### src/rtl/tlv_stream_deframer_core_defines.svh
// Assertion macros for the TLV stream deframer.
`ifndef TLV_STREAM_DEFRAMER_CORE_DEFINES_SVH
`define TLV_STREAM_DEFRAMER_CORE_DEFINES_SVH

`ifndef SYNTH

// Same-cycle implication, sampled on clk_i, off while rst_ni is low.
`define TLVD_ASSERT_IMPL(lbl, ante, cons, msg) \
  lbl: assert property (@(posedge clk_i) disable iff (!rst_ni) (ante) |-> (cons)) \
    else $error(msg);

// Next-cycle implication, sampled on clk_i, off while rst_ni is low.
`define TLVD_ASSERT_NEXT(lbl, ante, cons, msg) \
  lbl: assert property (@(posedge clk_i) disable iff (!rst_ni) (ante) |=> (cons)) \
    else $error(msg);

`else

`define TLVD_ASSERT_IMPL(lbl, ante, cons, msg)
`define TLVD_ASSERT_NEXT(lbl, ante, cons, msg)

`endif

`endif

### src/rtl/tlvd_pkg.sv
// Shared types and constants for the TLV stream deframer.
`default_nettype none

package tlvd_pkg;

  localparam int unsigned ByteW     = 8;
  localparam int unsigned WordW     = 32;
  localparam int unsigned HdrBytes  = 8;
  localparam int unsigned HdrPosW   = $clog2(HdrBytes);

  localparam logic [HdrPosW-1:0] HdrFirst = HdrPosW'(0);
  localparam logic [HdrPosW-1:0] HdrLast  = HdrPosW'(HdrBytes - 1);

  typedef struct packed {
    logic [WordW-1:0] msg_type;
    logic [WordW-1:0] msg_length;
    logic [ByteW-1:0] payload_byte;
    logic             first_byte;
    logic             last_byte;
    logic             empty_message;
  } result_t;

  typedef struct packed {
    logic               in_payload;
    logic [HdrPosW-1:0] hdr_pos;
  } status_t;

endpackage

`default_nettype wire

### src/rtl/tlvd_if.sv
// Stream interfaces for the TLV stream deframer: byte input and result output.
`default_nettype none

interface tlvd_in_if;
  logic                       valid;
  logic                       ready;
  logic [tlvd_pkg::ByteW-1:0] data_byte;

  modport source (output valid, output data_byte, input ready);
  modport sink   (input valid, input data_byte, output ready);
endinterface

interface tlvd_out_if;
  logic                       valid;
  logic                       ready;
  logic [tlvd_pkg::WordW-1:0] msg_type;
  logic [tlvd_pkg::WordW-1:0] msg_length;
  logic [tlvd_pkg::ByteW-1:0] payload_byte;
  logic                       first_byte;
  logic                       last_byte;
  logic                       empty_message;

  modport source (
    output valid, output msg_type, output msg_length, output payload_byte,
    output first_byte, output last_byte, output empty_message, input ready
  );
  modport sink (
    input valid, input msg_type, input msg_length, input payload_byte,
    input first_byte, input last_byte, input empty_message, output ready
  );
endinterface

`default_nettype wire

### src/rtl/tlvd_parser.sv
// Header collection and payload countdown for the TLV stream deframer.
`default_nettype none

module tlvd_parser (
  input  wire logic                       clk_i,
  input  wire logic                       rst_ni,
  input  wire logic                       beat_i,
  input  wire logic [tlvd_pkg::ByteW-1:0] data_byte_i,
  output logic                            res_valid_o,
  output tlvd_pkg::result_t               res_o,
  output tlvd_pkg::status_t               status_o
);

  logic                         in_payload_q, in_payload_d;
  logic [tlvd_pkg::HdrPosW-1:0] hdr_pos_q, hdr_pos_d;
  logic [tlvd_pkg::WordW-1:0]   type_q, type_d;
  logic [tlvd_pkg::WordW-1:0]   length_q, length_d;
  logic [tlvd_pkg::WordW-1:0]   remaining_q, remaining_d;

  always_comb begin
    in_payload_d = in_payload_q;
    hdr_pos_d    = hdr_pos_q;
    type_d       = type_q;
    length_d     = length_q;
    remaining_d  = remaining_q;
    res_valid_o  = 1'b0;

    res_o.msg_type      = type_q;
    res_o.msg_length    = length_q;
    res_o.payload_byte  = data_byte_i;
    res_o.first_byte    = (remaining_q == length_q);
    res_o.last_byte     = (remaining_q == tlvd_pkg::WordW'(1));
    res_o.empty_message = 1'b0;

    if (in_payload_q) begin
      res_valid_o = 1'b1;
      remaining_d = remaining_q - tlvd_pkg::WordW'(1);
      // final payload byte: back to header collection
      if (remaining_q == tlvd_pkg::WordW'(1)) begin
        in_payload_d = 1'b0;
        hdr_pos_d    = tlvd_pkg::HdrFirst;
      end
    end else begin
      // bytes 0..3 fill the type, 4..7 the length, little-endian
      if (hdr_pos_q[tlvd_pkg::HdrPosW-1]) begin
        length_d[{hdr_pos_q[1:0], 3'b000} +: tlvd_pkg::ByteW] = data_byte_i;
      end else begin
        type_d[{hdr_pos_q[1:0], 3'b000} +: tlvd_pkg::ByteW] = data_byte_i;
      end
      hdr_pos_d = hdr_pos_q + tlvd_pkg::HdrPosW'(1);

      if (hdr_pos_q == tlvd_pkg::HdrLast) begin
        hdr_pos_d = tlvd_pkg::HdrFirst;
        if (length_d == '0) begin
          res_valid_o         = 1'b1;
          res_o.msg_length    = '0;
          res_o.payload_byte  = '0;
          res_o.first_byte    = 1'b1;
          res_o.last_byte     = 1'b1;
          res_o.empty_message = 1'b1;
        end else begin
          remaining_d  = length_d;
          in_payload_d = 1'b1;
        end
      end
    end
  end

  always_ff @(posedge clk_i or negedge rst_ni) begin
    if (!rst_ni) begin
      in_payload_q <= 1'b0;
      hdr_pos_q    <= tlvd_pkg::HdrFirst;
    end else if (beat_i) begin
      in_payload_q <= in_payload_d;
      hdr_pos_q    <= hdr_pos_d;
    end
  end

  always_ff @(posedge clk_i) begin
    if (beat_i) begin
      type_q      <= type_d;
      length_q    <= length_d;
      remaining_q <= remaining_d;
    end
  end

  assign status_o.in_payload = in_payload_q;
  assign status_o.hdr_pos    = hdr_pos_q;

endmodule

`default_nettype wire

### src/rtl/tlv_stream_deframer_core.sv
// TLV stream deframer top level: byte input, parser, two-entry result buffer.
//
// Usage:
//   in_i  takes the raw stream, one byte per beat (valid/ready).
//   out_o gives one result per payload byte, or one result marked
//         empty_message for a header whose length is zero. Each result
//         carries the 32-bit type and length of its message and the
//         first_byte / last_byte marks.
//   Header bytes (8 per message, type then length, little-endian) give
//   no result, apart from the empty_message result of a zero-length
//   header. Lengths up to 2^32-1 are counted out in full.
// Throughput: one byte per cycle while a result entry is free; the parser
//   state update is one pass of byte insert plus 32-bit decrement and compare.
// Stall: results sit in an output register backed by a skid register, so
//   in_i.ready stays high while one result waits; it drops only when both
//   entries are full and comes back the cycle after out_o takes one.
// Reset: asynchronous, active low; the parser waits for a header and the
//   result buffer is empty.
`default_nettype none

`include "tlv_stream_deframer_core_defines.svh"

module tlv_stream_deframer_core (
  input  wire logic  clk_i,
  input  wire logic  rst_ni,
  tlvd_in_if.sink    in_i,
  tlvd_out_if.source out_o
);

  logic              beat;
  logic              push;
  logic              pop;
  logic              res_valid;
  tlvd_pkg::result_t res;
  tlvd_pkg::status_t status;

  logic              out_valid_q, out_valid_d;
  logic              skid_valid_q, skid_valid_d;
  tlvd_pkg::result_t out_q, out_d;
  tlvd_pkg::result_t skid_q, skid_d;

  assign in_i.ready = !skid_valid_q;
  assign beat       = in_i.valid && in_i.ready;
  assign push       = beat && res_valid;
  assign pop        = out_valid_q && out_o.ready;

  tlvd_parser u_parser (
    .clk_i       (clk_i),
    .rst_ni      (rst_ni),
    .beat_i      (beat),
    .data_byte_i (in_i.data_byte),
    .res_valid_o (res_valid),
    .res_o       (res),
    .status_o    (status)
  );

  // push never coincides with a full skid entry, since ready is low then
  always_comb begin
    out_valid_d  = out_valid_q;
    skid_valid_d = skid_valid_q;
    out_d        = out_q;
    skid_d       = skid_q;
    if (pop || !out_valid_q) begin
      if (skid_valid_q) begin
        out_d        = skid_q;
        out_valid_d  = 1'b1;
        skid_valid_d = 1'b0;
      end else begin
        out_d       = res;
        out_valid_d = push;
      end
    end else if (push) begin
      // hold the waiting result, park the new one
      skid_d       = res;
      skid_valid_d = 1'b1;
    end
  end

  always_ff @(posedge clk_i or negedge rst_ni) begin
    if (!rst_ni) begin
      out_valid_q  <= 1'b0;
      skid_valid_q <= 1'b0;
    end else begin
      out_valid_q  <= out_valid_d;
      skid_valid_q <= skid_valid_d;
    end
  end

  always_ff @(posedge clk_i) begin
    out_q  <= out_d;
    skid_q <= skid_d;
  end

  assign out_o.valid         = out_valid_q;
  assign out_o.msg_type      = out_q.msg_type;
  assign out_o.msg_length    = out_q.msg_length;
  assign out_o.payload_byte  = out_q.payload_byte;
  assign out_o.first_byte    = out_q.first_byte;
  assign out_o.last_byte     = out_q.last_byte;
  assign out_o.empty_message = out_q.empty_message;

  `TLVD_ASSERT_IMPL(a_skid_behind_out, skid_valid_q, out_valid_q, "skid full with output empty")
  `TLVD_ASSERT_NEXT(a_push_lands, push, out_valid_q, "result lost on push")
  `TLVD_ASSERT_IMPL(a_header_silent, beat && !status.in_payload && status.hdr_pos != tlvd_pkg::HdrLast, !res_valid, "header byte produced a result")
  `TLVD_ASSERT_NEXT(a_last_rearms, push && res.last_byte, !status.in_payload && status.hdr_pos == tlvd_pkg::HdrFirst, "parser not rearmed after last byte")

endmodule

`default_nettype wire

### src/flat_wrapper.sv
// flat-port wrapper written by rule: the top's interface ports become plain ports
module tlv_stream_deframer_core_flat 
  (clk_i, rst_ni, in_i_valid, in_i_data_byte, in_i_ready, out_o_valid, out_o_msg_type, out_o_msg_length, out_o_payload_byte, out_o_first_byte, out_o_last_byte, out_o_empty_message, out_o_ready);
  tlvd_in_if in_i_i ();
  tlvd_out_if out_o_i ();
  input  wire logic clk_i;
  input  wire logic rst_ni;
  input wire logic [$bits(in_i_i.valid)-1:0] in_i_valid;
  input wire logic [$bits(in_i_i.data_byte)-1:0] in_i_data_byte;
  output wire logic [$bits(in_i_i.ready)-1:0] in_i_ready;
  output wire logic [$bits(out_o_i.valid)-1:0] out_o_valid;
  output wire logic [$bits(out_o_i.msg_type)-1:0] out_o_msg_type;
  output wire logic [$bits(out_o_i.msg_length)-1:0] out_o_msg_length;
  output wire logic [$bits(out_o_i.payload_byte)-1:0] out_o_payload_byte;
  output wire logic [$bits(out_o_i.first_byte)-1:0] out_o_first_byte;
  output wire logic [$bits(out_o_i.last_byte)-1:0] out_o_last_byte;
  output wire logic [$bits(out_o_i.empty_message)-1:0] out_o_empty_message;
  input wire logic [$bits(out_o_i.ready)-1:0] out_o_ready;
  assign in_i_i.valid = in_i_valid;
  assign in_i_i.data_byte = in_i_data_byte;
  assign in_i_ready = in_i_i.ready;
  assign out_o_valid = out_o_i.valid;
  assign out_o_msg_type = out_o_i.msg_type;
  assign out_o_msg_length = out_o_i.msg_length;
  assign out_o_payload_byte = out_o_i.payload_byte;
  assign out_o_first_byte = out_o_i.first_byte;
  assign out_o_last_byte = out_o_i.last_byte;
  assign out_o_empty_message = out_o_i.empty_message;
  assign out_o_i.ready = out_o_ready;
  tlv_stream_deframer_core u_core (.clk_i(clk_i), .rst_ni(rst_ni), .in_i(in_i_i), .out_o(out_o_i));
endmodule
### config.mk
export PLATFORM = sky130hd
export DESIGN_NAME = tlv_stream_deframer_core_flat
export DESIGN_NICKNAME = d
export VERILOG_FILES = /design/src/rtl/tlvd_pkg.sv /design/src/rtl/tlvd_if.sv /design/src/rtl/tlvd_parser.sv /design/src/rtl/tlv_stream_deframer_core.sv /design/src/flat_wrapper.sv
export VERILOG_INCLUDE_DIRS = /design/src /design/src/rtl
export SDC_FILE = /design/constraint.sdc
export NUM_CORES = 1
export LEC_CHECK = 0
export CAP_MARGIN = 40
export CORE_MARGIN = 8
export CORE_UTILIZATION = 50
export DETAILED_ROUTE_END_ITERATION = 10
export DONT_BUFFER_PORTS = 1
export PLACE_DENSITY_LB_ADDON = 0.15
export SYNTH_ARGS = -nofsm -noshare
export SYNTH_HDL_FRONTEND = slang
export SYNTH_SLANG_ARGS = --single-unit
### constraint.sdc
create_clock -name clk_i -period 25.6 [get_ports clk_i]
set_clock_uncertainty 0.2 [all_clocks]
set_input_delay 3.84 -clock clk_i [delete_from_list [all_inputs] [get_ports clk_i]]
set_output_delay 3.84 -clock clk_i [all_outputs]
set_load 0.05 [all_outputs]
== Yosys cells after proc, flatten, opt, wreduce, memory -nomap -nowiden ==
Index checks and enable logic that the tools add are counted.

* Bits in registers: 252
* Bits of input ports: 12
* Output and inout port bits: 77
* Word-level logic and storage cells: 70

* Add/subtract/negate cells: 3
* Equal/unequal tests: 5
* Shifts and indexed selects: 2
* Mux-type cells: 24
* Bitwise operators: 3
* Reductions and logical operators: 14

{| class="wikitable"
|+ Operators with widths
! operator !! count
|-
| 32-bit 2-to-1 mux || 5
|-
| 43-bit 2-to-1 mux || 3
|-
| 75-bit 2-to-1 mux || 1
|-
| 32-bit bitwise mux || 2
|-
| 32-bit by 1-bit == test with 1-bit output (second input constant) || 1
|-
| 32-bit == test || 1
|-
| 32-bit logical NOT || 1
|-
| 8-bit by 7-bit variable shift with 32-bit output (first input constant) || 1
|-
| 8-bit by 7-bit variable part select with 32-bit output || 1
|-
| 32-bit by 1-bit subtractor with 32-bit output (second input constant) || 1
|-
| 1-bit 2-to-1 mux || 10
|-
| 3-bit 2-to-1 mux || 3
|-
| 5-bit negator with 7-bit output || 1
|-
| 2-bit AND reduction || 3
|-
| 3-bit AND reduction || 2
|-
| 2-bit nonzero test || 2
|-
| 3-bit by 1-bit adder with 3-bit output (second input constant) || 1
|-
| 3-bit == test (second input constant) || 1
|-
| 1-bit logical AND || 3
|-
| 1-bit inverter || 3
|-
| 1-bit logical NOT || 2
|-
| 2-bit by 1-bit inequality test with 1-bit output (second input constant) || 1
|-
| 2-bit inequality test (second input constant) || 1
|-
| 1-bit logical OR || 1
|}

== Longest topological paths before layout ==
* Depth after elaboration: 12
* Mapped depth: 13
* Depth with buffers taken out: 8

== By module ==
From an unflattened synthesis, not the netlist that was laid out.

* Cells, all modules: 755
* Area, all modules: 11,274.6 um2

{| class="wikitable"
|+ Modules (own cells, without submodules)
! module !! times used !! cells each !! area an instance (um2) !! seq. area each (um2)
|-
| tlvd_parser || 1 || 512 || 5,655.4 || 2,982.9
|-
| tlv_stream_deframer_core || 1 || 243 || 5,619.1 || 4,554.4
|}

== Worst setup path after synthesis ==
OpenSTA, ideal clock, no wires.

* Kind: input to register
* Start: input port out_o_ready
* End: register u_core.skid_q[0] (netlist bit) (enable)
* Library setup time: 600 ps
* Data arrival time: 11,075 ps
* Data required time: 24,800 ps
* Setup slack: 13,725 ps
* Cell stages on the path: 2
* Path buffers: 0
* Cells stage by stage: nand2b_1 > nor3_1

* Cells in the longest elaborated chain, start to end: 4

{| class="wikitable"
|+ Ends and longest elaborated chain
! what !! line !! text
|-
| start: declaration || flat_wrapper.sv:18 || <nowiki>input wire logic [$bits(out_o_i.ready)-1:0] out_o_ready;</nowiki>
|-
| 1-bit logical AND || tlv_stream_deframer_core.sv:45 || <nowiki>assign pop = out_valid_q && out_o.ready;</nowiki>
|-
| 1-bit logical OR || tlv_stream_deframer_core.sv:63 || <nowiki>if (pop || !out_valid_q) begin</nowiki>
|-
| 1-bit inverter (no source line) || -- ||
|-
| 2-bit AND reduction (no source line) || -- ||
|-
| end signal: assignment || tlv_stream_deframer_core.sv:91 || <nowiki>skid_q <= skid_d;</nowiki>
|-
| end: declaration || tlv_stream_deframer_core.sv:40 || <nowiki>tlvd_pkg::result_t skid_q, skid_d;</nowiki>
|}

No other way between the ends.
A chain may end at the register's enable or synchronous reset.

== Worst setup path after layout ==
* Start: input port in_i_data_byte[3]
* End: register u_core.skid_q[20] (netlist bit) (enable)

* Cells in the longest elaborated chain, start to end: 10

{| class="wikitable"
|+ Ends and longest elaborated chain
! what !! line !! text
|-
| start: declaration || flat_wrapper.sv:9 || <nowiki>input wire logic [$bits(in_i_i.data_byte)-1:0] in_i_data_byte;</nowiki>
|-
| 8-bit by 7-bit variable part select with 32-bit output || tlvd_parser.sv:46 || <nowiki>length_d[{hdr_pos_q[1:0], 3'b000} +: tlvd_pkg::ByteW] = data_byte_i;</nowiki>
|-
| 32-bit bitwise mux || tlvd_parser.sv:46 ||
|-
| 32-bit 2-to-1 mux || tlvd_parser.sv:45 || <nowiki>if (hdr_pos_q[tlvd_pkg::HdrPosW-1]) begin</nowiki>
|-
| 32-bit 2-to-1 mux || tlvd_parser.sv:35 || <nowiki>if (in_payload_q) begin</nowiki>
|-
| 32-bit logical NOT || tlvd_parser.sv:54 || <nowiki>if (length_d == '0) begin</nowiki>
|-
| 1-bit 2-to-1 mux || tlvd_parser.sv:54 ||
|-
| 1-bit 2-to-1 mux || tlvd_parser.sv:52 || <nowiki>if (hdr_pos_q == tlvd_pkg::HdrLast) begin</nowiki>
|-
| 1-bit 2-to-1 mux || tlvd_parser.sv:35 ||
|-
| 1-bit logical AND || tlv_stream_deframer_core.sv:44 || <nowiki>assign push = beat && res_valid;</nowiki>
|-
| 2-bit AND reduction (no source line) || -- ||
|}

No other way between the ends. The select of a mux whose other input is x is not followed.

==> results by stage <==
Outcome:
- The run finished with clean final reports.

Clocking:
- CTS built an H-tree with a depth of 1.
- Clock tree synthesis selected as its root buffer the cell sky130_fd_sc_hd__clkbuf_16.
- Gates resized during post-CTS repair numbered 0.
- The number of clock sinks seen by CTS is 252.
- The worst-case clock buffer depth is 3.
- The number of hold buffers added after CTS was 0.
- At the later pin of the worst-skew pair, clock insertion delay measures 530 ps.
- The buffers inserted during post-CTS setup optimization is 0.
- TritonCTS built the clock tree.
- The register clock-pin slew on the reported worst setup and hold paths is 60 ps.
- TritonCTS created 26 clock buffers.

Worst setup path:
- The critical path capture point type is a flip-flop.
- Measured in cells, the most critical reg-to-reg path has a length of 10.
- The worst path arrival time is 6180 ps.
- The required time at the worst-slack endpoint is 25,560 ps.
- The launch point of the worst reg-to-reg path is u_core.u_parser.hdr_pos_q[0].
- The signal on the critical path passes through nor4_1, a211oi_1, a41oi_1, and3_1, a31oi_1, nor3_2, buf_4, buf_4.
- The capture point of the worst reg-to-reg path is u_core.skid_q[20].
- The worst setup path is of the in -> reg kind.
- The biggest cell delay along the critical path is 650 ps.
- The launching element type of the critical path is a primary input.
- The slowest stage of the critical path belongs to the cell sky130_fd_sc_hd__buf_4.
- Among the stages of the critical path, the cell type that occurs most often is sky130_fd_sc_hd__buf_4.
- The worst-path maximum fanout is 65.
- Setup slack on the worst reg-to-reg path comes out at 21,300 ps.

Detailed routing:
- The number of nets still failing antenna checks after routing is 0.
- The length of the first detailed-routing pass in iterations is 5.
- The number of vias after detailed routing is 6,293.
- In the final routed layout, each cell accounts on average for 22.8 µm.
- The first routing iteration left 572 violations.
- Dividing the detail-routed via count by the number of cells gives 5.74.
- The post-detailed-route DRC marker count is 0.
- For this block, the routed nets add up to 25,000 µm of wire.

Yosys:
- After synthesis, flip-flops and latches occupy 66.7% of the total area.
- The multiplexer fraction of the synthesized cell area is 5.78%.
- The post-synthesis net count is 813.
- The post-synthesis instance total is 792.
- The share of the synthesized netlist area taken by xor and xnor gates is 4.57%.
- The number of distinct library cells after synthesis is 55.
- In this run the cell area of the synthesized design comes to 11,300 µm².
- The number of enable flip-flop cells after synthesis is 246.
- In this run the mean area of a mapped cell was 14.3 µm².
- The yosys synthesis warning count is 0.
- In the synthesized netlist the dominant register cell turns out to be sky130_fd_sc_hd__edfxtp_1.
- The register bit total from synthesis is 252.
- The share of synthesized cell area in full adder, half adder and majority cells is 0.997%.
- The compound-cell area share of the yosys netlist is 6.79%.
- Counting flops with an async set or reset pin after synthesis yields a share of 2.38%.
- Summing the areas of all and, or, nand and nor instances in the mapped netlist gives 13.0% of the synthesized area.
- By area, the combinational part of the netlist is dominated by simple AND/OR/NAND/NOR gates.

Placement:
- The total half-perimeter wirelength after legalization and detailed placement is 17,000 µm.
- The count of port buffers added during placement is 0.
- Routability-driven placement finished with a final weighted congestion of 0.874.

Pwr:
- The maximum vdd ir drop is 0.0503 mV.
- The leakage dissipation is 4.28 nW.
- The power density over the cells is 120 nW/µm².

Timing:
- Setup repair after global routing left no endpoint under its margin.
- The worst path uses 24.3% of the clock period.
- The peak clock frequency supported by timing is 0.161 GHz.
- Setup total negative slack on the finished layout was measured at 0 ps.
- The worst pin sits at a relative slew slack of 42.5%.
- The count of final max-slew check failures is 0.
- The total of endpoints with negative setup slack in the final report is 0.
- For the pin with the worst max-slew slack, the measured transition is 863 ps.
- The number of hold violations in the final report came to 0.
- For the finished layout, the period the worst path requires is 6230 ps.
- Final hold analysis gives a worst-case slack of 246 ps.

Global routing:
- The initial antenna violation count is 0.
- The via count of the first global-routing pass is 6,423.
- The wire length of the first global-routing pass is 39,200 µm.
- The total overflow left after global routing is 0.
- The total global routing track utilization is 18.0%.
- The pin count of the biggest net entering global routing is 77.

Layout:
- In the layout the commonest cells are sky130_fd_sc_hd__edfxtp_1 (246), sky130_fd_sc_hd__and2_1 (107), sky130_fd_sc_hd__mux2_2 (58), sky130_fd_sc_hd__xor2_1 (45), sky130_fd_sc_hd__nor2_1 (44).
- In the final design database the tool counted 813 nets.
- The post-route netlist has 16.3% of its cells at a drive strength greater than 1.
- From synthesis to final layout, the design area changed by 10.1%.
- The final antenna diode count is 0.
- The most common cell after layout, fill and taps aside is sky130_fd_sc_hd__edfxtp_1.
- Cells fill 55.4% of the core in the end.
- The filler cells instantiated in the layout total 1,788.

Floorplanning:
- The number of top-level pins is 89.
- The core footprint is 22,400 µm².
- The area of the die is 27,700 µm².
- From bottom edge to top edge, the die measures 166 µm.
- The initial core utilization is 50.4%.
- The initialized floorplan defines 55 standard-cell rows.
- The width of the die is 166 µm.

Hold path:
- The path with the worst hold slack has its endpoint at u_core.skid_q[69].
- The worst hold path stage count is 0.
- The hold path startpoint is u_core.u_parser.type_q[26].
- In this run the worst hold path is classified as reg -> reg.

Flow run:
- The reported max-cap violation count is 0.
-- critical path, delay by kind of cell --
| kind | cells | cell delay, ps |
|---|---|---|
| AND/OR/NAND/NOR | 3 | 870 |
| buffers and inverters | 2 | 890 |
| AO/OA/AOI/OAI | 3 | 470 |
-- logic make-up after synthesis --
kind of cell / after synthesis
xor gates and xnor gates: 59
muxes: 58
adders and majority gates: 9
buffers and inverters: 53
AOI/OAI and AO/OA: 106
DFF: 252
and+or+nand+nor: 255
-- cell usage after synthesis (3+ instances only) --
cell                         n  share of area [%]
sky130_fd_sc_hd__or4_1       7               0.47
sky130_fd_sc_hd__clkbuf_1   22               0.73
sky130_fd_sc_hd__nor2_1     44                1.5
sky130_fd_sc_hd__or3_1       3               0.17
sky130_fd_sc_hd__xor2_1     45                3.5
sky130_fd_sc_hd__a31o_2     14                1.1
sky130_fd_sc_hd__a31o_1     26                2.0
sky130_fd_sc_hd__nor3_1     10               0.44
sky130_fd_sc_hd__a22o_1      5               0.39
sky130_fd_sc_hd__a211oi_1    4               0.27
sky130_fd_sc_hd__o21ai_0    12               0.53
sky130_fd_sc_hd__a21oi_1    25                1.1
sky130_fd_sc_hd__buf_6       5               0.50
sky130_fd_sc_hd__xnor2_1    14                1.1
sky130_fd_sc_hd__ha_1        9                1.0
sky130_fd_sc_hd__nand4_1     4               0.22
sky130_fd_sc_hd__a31oi_1     5               0.28
sky130_fd_sc_hd__nand2b_1    3               0.17
sky130_fd_sc_hd__and2_1    107                5.9
sky130_fd_sc_hd__edfxtp_1  246                 65
sky130_fd_sc_hd__nand3_1     7               0.31
sky130_fd_sc_hd__nand2_1    30                1.0
sky130_fd_sc_hd__nor4_1     20                1.1
sky130_fd_sc_hd__inv_1      13               0.43
sky130_fd_sc_hd__mux2_2     58                5.8
sky130_fd_sc_hd__dfrtp_1     6                1.3
sky130_fd_sc_hd__o31ai_1     5               0.33
sky130_fd_sc_hd__buf_1       4               0.13
sky130_fd_sc_hd__buf_2       8               0.35
-- where the power goes --
| part | leakage [nW] | internal [mW] | total, mW | switching, mW |
|---|---|---|---|---|
| registers | 2.44 | 0.605 | 0.833 | 0.229 |
| logic | 1.44 | 0.117 | 0.294 | 0.178 |
| clock network | 0.404 | 0.217 | 0.371 | 0.154 |
-- registers in the layout, indices dropped and copies added, names as in the netlist --
name                          cells
u_core.out_o.empty_message        1
u_core.out_o.first_byte           1
u_core.out_o.last_byte            1
u_core.out_o.msg_length          32
u_core.out_o.msg_type            32
u_core.out_o.payload_byte         8
u_core.out_o.valid                1
u_core.skid_q                    75
u_core.skid_valid_q               1
u_core.u_parser.hdr_pos_q         3
u_core.u_parser.in_payload_q      1
u_core.u_parser.length_q         32
u_core.u_parser.remaining_q      32
u_core.u_parser.type_q           32
-- per-stage QoR --
step           setup slack, ps  power [mW]  instances  area [µm²]
6_report                 19370        1.50       1096       12400
2_1_floorplan            13730        1.03        792       11300
5_1_grt                  19140        1.56       1096       12400
3_3_place_gp             18410        1.13       1046       11500
4_1_cts                  19370        1.51       1096       12400
3_5_place_dp             18830        1.14       1049       11600
-- layout make-up --
cell class	instances	area [µm²]	area share, %
Clock buffer	30	666	5.35
Clock inverter	17	173	1.39
Inverter	14	52.6	0.422
Multi-Input combinational cell	487	3530	28.4
Sequential cell	252	7540	60.6
Tap cell	285	357	2.87
Timing Repair Buffer	11	123	0.986
-- worst max-delay path by stage --
stage          cells after the start              start  slack [ps]           endpoint
2_1_floorplan                      2        out_o_ready       13730   u_core.skid_q[0]
3_3_place_gp                       6  in_i_data_byte[6]       18410  u_core.skid_q[10]
3_5_place_dp                       8  in_i_data_byte[3]       18830  u_core.skid_q[12]
4_1_cts                            8  in_i_data_byte[3]       19370  u_core.skid_q[10]
5_1_grt                            8  in_i_data_byte[3]       19140  u_core.skid_q[20]
6_report                           8  in_i_data_byte[3]       19370  u_core.skid_q[20]
-- metal layers --
layer  up-vias  global-route usage (%)  wire length [µm]
met5         -                       0                 0
met2       212                    29.3             11700
met3        37                    4.68              1880
met1      3079                    23.7             10800
li1       2965                       -                 -
met4         0                    4.70               615
(Power assumes the default switching activity.)
